--- config.mk ---
export PLATFORM = sky130hd
export DESIGN_NAME = r2fft_cell
export DESIGN_NICKNAME = d
export VERILOG_FILES = /design/src/rtl/r2fft_cell.sv
export SDC_FILE = /design/constraint.sdc
export NUM_CORES = 1
export LEC_CHECK = 0
export BUFFER_PORTS_ARGS = -buffer_cell sky130_fd_sc_hd__buf_2
export CAP_MARGIN = 0
export CELL_PAD_IN_SITES_DETAIL_PLACEMENT = 1
export CELL_PAD_IN_SITES_GLOBAL_PLACEMENT = 1
export CORE_UTILIZATION = 24
export DETAILED_ROUTE_END_ITERATION = 10
export PLACE_DENSITY_LB_ADDON = 0.1
export SYNTH_ARGS = -nofsm -noshare
export SYNTH_HDL_FRONTEND = slang
export SYNTH_SLANG_ARGS = --single-unit
--- constraint.sdc ---
create_clock -name clk_i -period 1.4 [get_ports clk_i]
set_clock_uncertainty 0.05 [all_clocks]
set_input_delay 0.35 -clock clk_i [delete_from_list [all_inputs] [get_ports clk_i]]
set_output_delay 0.35 -clock clk_i [all_outputs]
set_load 0.02 [all_outputs]
--- src/rtl/r2fft_cell.sv ---
// ----------------------------------------------------------------------------
// r2fft_cell
// one slot of the butterfly tracking chain, holds a valid flag and addresses
// ----------------------------------------------------------------------------
`timescale 1ns / 1ps
`default_nettype none

module r2fft_cell #(
  parameter int unsigned W = 20
) (
  input  wire logic         clk_i,
  input  wire logic         rst_ni,
  input  wire logic         valid_i,
  input  wire logic [W-1:0] data_i,
  output logic              valid_o,
  output logic [W-1:0]      data_o
);

  logic         valid_q;
  logic [W-1:0] data_q;

  always_ff @(posedge clk_i or negedge rst_ni) begin
    if (!rst_ni) begin
      valid_q <= 1'b0;
    end else begin
      valid_q <= valid_i;
    end
  end

  always_ff @(posedge clk_i) begin
    data_q <= data_i;
  end

  assign valid_o = valid_q;
  assign data_o  = data_q;

endmodule

`default_nettype wire

* Word-level counts from Yosys, hierarchy flattened *
Index checks and enable logic that the tools add are counted.

word-level totals
  register bits after elaboration = 21
  input bits = 23
  output and inout port bits = 21
  logic and storage cells = 2

* Longest topological paths before layout *
Gate-level depths: netlist of the first run.

  word-level depth = 0
  depth in mapped cells = 0
  gate-level depth less buffers = 0

* Worst setup path after synthesis of the first run *
No wires, ideal clock.

  path type = register -> output
  from = reg valid_q (netlist: valid_o)
  to = out valid_o
  arrival = 0.416 ns
  data required time = 1.000 ns
  slack = 0.584 ns
  stages on the path, launching flop included = 1
  path buffers = 0
  path through = dfrtp_1

RTL lines
  item                    line  text
  start, declared         19    logic valid_q;
  start signal, assigned  26    valid_q <= valid_i;
  end, declared           15    output logic valid_o,

No word-level cell between the ends.

* Worst setup path after layout of the first run *
  from = reg valid_q (netlist: valid_o)
  to = out valid_o

No word-level cell between the ends.

==> flow_summary.toml, run 1 <==
[min_path]
hp-class = "input pin to register"
hold_path_startpoint = "data_i[11]"
whs_path_depth = 1
hold_end = "data_o[11]$_DFF_P_"

[floorplan]
fp-row-count = 14
start_util_pct = 27.0
fp.dieW_um = 44.1
boundaryPins = 44
coreArea_um2 = 1580
die_y_um = 44.1
dieArea_um2 = 1940

[critical_path]
critPathMaxStageDelay_ns = 0.37
path_buf_inv = 1
crit_chain = "buf_2"
criticalPathCategory = "register to output port"
cp-start-kind = "register"
crit_family = "flip-flops"
required_ns = 1.00
cp.arrival_ns = 0.80
cp_max_fo = 1
crit_slowest_cell = "dfrtp_1"
crit_cells = 1
worst_setup_path_end_kind = "output port"

[sta]
fin_ws_ns = 0.197
period_needed_ns = 1.20
setup_viol = 0
rsz0062_at_grt = "no"
hold_viol_final = 0
fin_crit_sh_pct = 85.9
relSlewSlack_pct = 92.9
tns_ns = 0
worstMarginPinSlew_ns = 0.107
whs_ns = 0.104
fmax_mhz = 831
final_max_slew_viol_count = 0

[detailed_routing]
route.detailed.drc = 0
drtIter0Drc = 6
vias = 337
drtAntennaViolNets = 0
drt-total-wl_um = 747
routed_via_density = 3.96
avgRoutedWirePerCell_um = 8.79
dr.pass1.iters = 5

[power]
peakVddDrop_uv = 601
p_leak_nw = 0.369
pwr-share-clk_pct = 27.1
switchingPower_mw = 0.226
p_seq_share_pct = 62.9
p_int_mw = 0.784
p_total_mw = 1.01
p_sw_share_pct = 22.4
power.density_nw_per_um2 = 1450
power_frac_comb_pct = 10.1

[final_layout]
instances_no_fill = 85
nMultiInputCombCells = 0
multiInputGateArea_um2 = 0
drive_gt1_share_pct = 66.7
final_util_pct = 44.2
fill_cells = 197
area.growth.synth_to_final_pct = 63.8
fin_area_um2 = 697
n_antenna_cell = 0
nets = 93

[global_routing]
grt_pass1_vias = 290
grt_overflow_total = 0
grt_util_all_layers_pct = 8.29
grt_first_pass_wirelength_um = 1130
antenna_found_initial = 0
grt_max_degree = 12

[synthesis]
syn_avg_cell_area_um2 = 20.3
synth.distinct_cells = 2
synth_top_area_share_pct = 94.1
yosysTopAreaCell = "dfxtp_1"
synth_commonest_cells = "20 x dfxtp_1, 1 x dfrtp_1"
synth_enable_flop_cells = 0
synth_mux_area_share_pct = 0
yosysMostFrequentCell = "dfxtp_1"
syn_nets = 44
async_reset_ff_share_pct = 4.76
synth-simple-area-share_pct = 0
synth_xor_area_share_pct = 0
synth_fa_ha_area_share_pct = 0
syn-instance-count = 21
synth_seq_area_share_pct = 100
synth_top_flop_cell = "dfxtp_1"
synth_area_leaders = "dfxtp_1 94%, dfrtp_1 5.9%"
ys_warn_count = 0
synth-seq-cells = 21
syn-cell-area_um2 = 425
synth_compound_area_share_pct = 0

[outcome]
outcome = "completed"

[flow_run]
maxCapViolations = 0

[placement]
numPortBuffers = 43
dp.cells = 80
place_area_um2 = 661
pre_cts_slack_ns = 0.517
gp_congestion = 0.590

[cts]
cts_sinks = 21
numCtsBuffers = 3
clk_pin_slew_ns = 0.11
htreeDepth = 1
cts_tree = "yes"
clockBufferDepth = 2
post_cts_resized = 0
cts-root-buf = "clkbuf_4"
cells by family (layout without fill, tap and decap cells):
| logic type | after synthesis | in the layout |
|---|---|---|
| flip-flops | 21 | 21 |
| buffers and inverters | 0 | 48 |
metal layers:
metal	GRT usage, %	up-vias	wire [um]
met4	5.45	0	5
li1	-	159	-
met3	5.31	2	112
met2	12.9	25	348
met1	8.05	151	280
met5	0	-	0
final cells by class:
class,instances,area [um2],area share (%)
Timing Repair Buffer,44,225,32.3
Clock buffer,4,26.3,3.77
Sequential cell,21,425,61.0
Tap cell,16,20.0,2.87
state kept, by name (all words and copies together), names as in the netlist:
name,flops
valid_o,1
data_o,20
power by group through the flow:
| stage | clock [mW] | sequential, mW | combinational, mW |
|---|---|---|---|
| 6_report | 0.273 | 0.635 | 0.102 |
| 2_1_floorplan | 0 | 0.693 | 0 |
| 5_1_grt | 0.318 | 0.638 | 0.109 |
| 3_3_place_gp | 0 | 0.649 | 0.0998 |
| 4_1_cts | 0.294 | 0.635 | 0.103 |
| 3_5_place_dp | 0 | 0.649 | 0.101 |
cells in the final DEF (no fill, tap or decap):
| cell | synthesis | routed |
|---|---|---|
| clkbuf_1 | 0 | 1 |
| dfxtp_1 | 20 | 20 |
| buf_2 | 0 | 43 |
| dlygate4sd3_1 | 0 | 1 |
| dfrtp_1 | 1 | 1 |
| clkbuf_4 | 0 | 3 |
worst max path at each step:
stage / start / end / slack [ns]
2_1_floorplan: valid_o$_DFF_PN0_ / valid_o / 0.58
3_3_place_gp: valid_o$_DFF_PN0_ / valid_o / 0.52
3_5_place_dp: valid_o$_DFF_PN0_ / valid_o / 0.52
4_1_cts: valid_o$_DFF_PN0_ / valid_o / 0.18
5_1_grt: valid_o$_DFF_PN0_ / valid_o / 0.15
6_report: valid_o$_DFF_PN0_ / valid_o / 0.20
what timing repair did:
| item | CTS | global route |
|---|---|---|
| hold buffers | 1 | 0 |
| endpoints found under the hold margin | 1 | 0 |
| setup buffers | 0 | 0 |
No activity file was read; power rests on OpenSTA's default activity.
==> run 2, diff against run 1 <==
PLACE_DENSITY = 0.8   (was not set)
PLACE_DENSITY_LB_ADDON = not set   (was 0.1)
RECOVER_POWER = 50   (was not set)
==> flow_summary.toml, run 2 (same netlist as run 1, synthesis figures left out) <==
[detailed_routing]
routed-wl-met2_um = 646
vias = 334
drtIter0Drc = 3
route.detailed.drc = 0
dr.pass1.iters = 6
routed-wl-met3_um = 60
routed_via_density = 3.93
drtAntennaViolNets = 0
avgRoutedWirePerCell_um = 13.0
dr.max_layer_used = "met4"
m1WireLength_um = 378
drt-total-wl_um = 1100

[critical_path]
path_buf_inv = 1
crit_slowest_cell = "dfrtp_1"
crit_family = "flip-flops"
cp-start-kind = "register"
critPathMaxStageDelay_ns = 0.37
cp_max_fo = 1
crit_chain = "buf_2"
worst_setup_path_end_kind = "output port"
cp.arrival_ns = 0.80
criticalPathCategory = "register to output port"
required_ns = 1.00

[sta]
fin_ws_ns = 0.198
relSlewSlack_pct = 91.8
whs_ns = 0.0994
tns_ns = 0
rsz0062_at_grt = "no"
fmax_mhz = 832
setup_viol = 0
hold_viol_final = 0
fin_crit_sh_pct = 85.9
worstMarginPinSlew_ns = 0.123
period_needed_ns = 1.20
final_max_slew_viol_count = 0

[final_layout]
instances_no_fill = 85
fill_cells = 178
layout_common_cells = "43 x buf_2, 20 x dfxtp_1, 3 x clkbuf_4"
largest_reg_flops = 20
nets = 93
fin_area_um2 = 697
area.growth.synth_to_final_pct = 63.8
nMultiInputCombCells = 0
final_common_cell = "buf_2"
final_util_pct = 44.2
regArea_um2 = 425
multiInputGateArea_um2 = 0
n_antenna_cell = 0
drive_gt1_share_pct = 66.7

[cts]
cts-root-buf = "clkbuf_4"
cts_tree = "yes"
post_cts_resized = 0
hold_buffers = 1
cts_sinks = 21
clk_pin_slew_ns = 0.11
htreeDepth = 1
clockBufferDepth = 2
numCtsBuffers = 3
cts_setup_buffers = 0

[outcome]
outcome = "completed"

[power]
p_leak_nw = 0.369
p_seq_share_pct = 62.8
p_total_mw = 1.01
switchingPower_mw = 0.230
p_sw_share_pct = 22.7
peakVddDrop_uv = 583
p_int_mw = 0.784
pwr-share-clk_pct = 26.9
power_frac_comb_pct = 10.3
power.density_nw_per_um2 = 1460

[global_routing]
grt_max_degree = 12
antenna_found_initial = 0
grt_util_all_layers_pct = 12.8
grt_overflow_total = 0
grt_pass1_vias = 363
grt_first_pass_wirelength_um = 1700

[floorplan]
fp.dieW_um = 44.1
dieArea_um2 = 1940
coreArea_um2 = 1580
start_util_pct = 27.0
boundaryPins = 44
fp-row-count = 14
die_y_um = 44.1

[min_path]
hp-class = "input pin to register"
hold_path_startpoint = "data_i[9]"
whs_path_depth = 1
hold_end = "data_o[9]$_DFF_P_"

[placement]
place_area_um2 = 661
pre_cts_slack_ns = 0.511
hpwl_um = 934
numPortBuffers = 43
gp_congestion = 0.570
dp.cells = 80

[flow_run]
maxCapViolations = 0
==> run 2: layer usage <==
layer,up-vias,GRT usage [%]
met4,0,9.09
met1,162,12.1
met5,-,0
li1,158,-
met2,12,22.4
met3,2,4.90
==> run 2: worst max-delay path by stage <==
stage	startpoint	to	cells after the start	slack, ns
finish	valid_o$_DFF_PN0_	valid_o	1	0.20
global route	valid_o$_DFF_PN0_	valid_o	1	0.15
CTS	valid_o$_DFF_PN0_	valid_o	1	0.18
detailed placement	valid_o$_DFF_PN0_	valid_o	1	0.51
global placement	valid_o$_DFF_PN0_	valid_o	1	0.52
floorplan	valid_o$_DFF_PN0_	valid_o	0	0.58
==> run 2: final cells by class <==
type	count	share of cell area, %
clock buffer	4	3.77
sequential	21	61.0
tap	16	2.87
timing repair buffer	44	32.3
==> run 2: power groups by stage <==
stage	Sequential [mW]	Clock, mW	Combinational, mW
floorplan	0.693	0	0
global placement	0.649	0	0.101
detailed placement	0.651	0	0.104
CTS	0.637	0.283	0.107
global route	0.640	0.308	0.112
finish	0.636	0.273	0.105
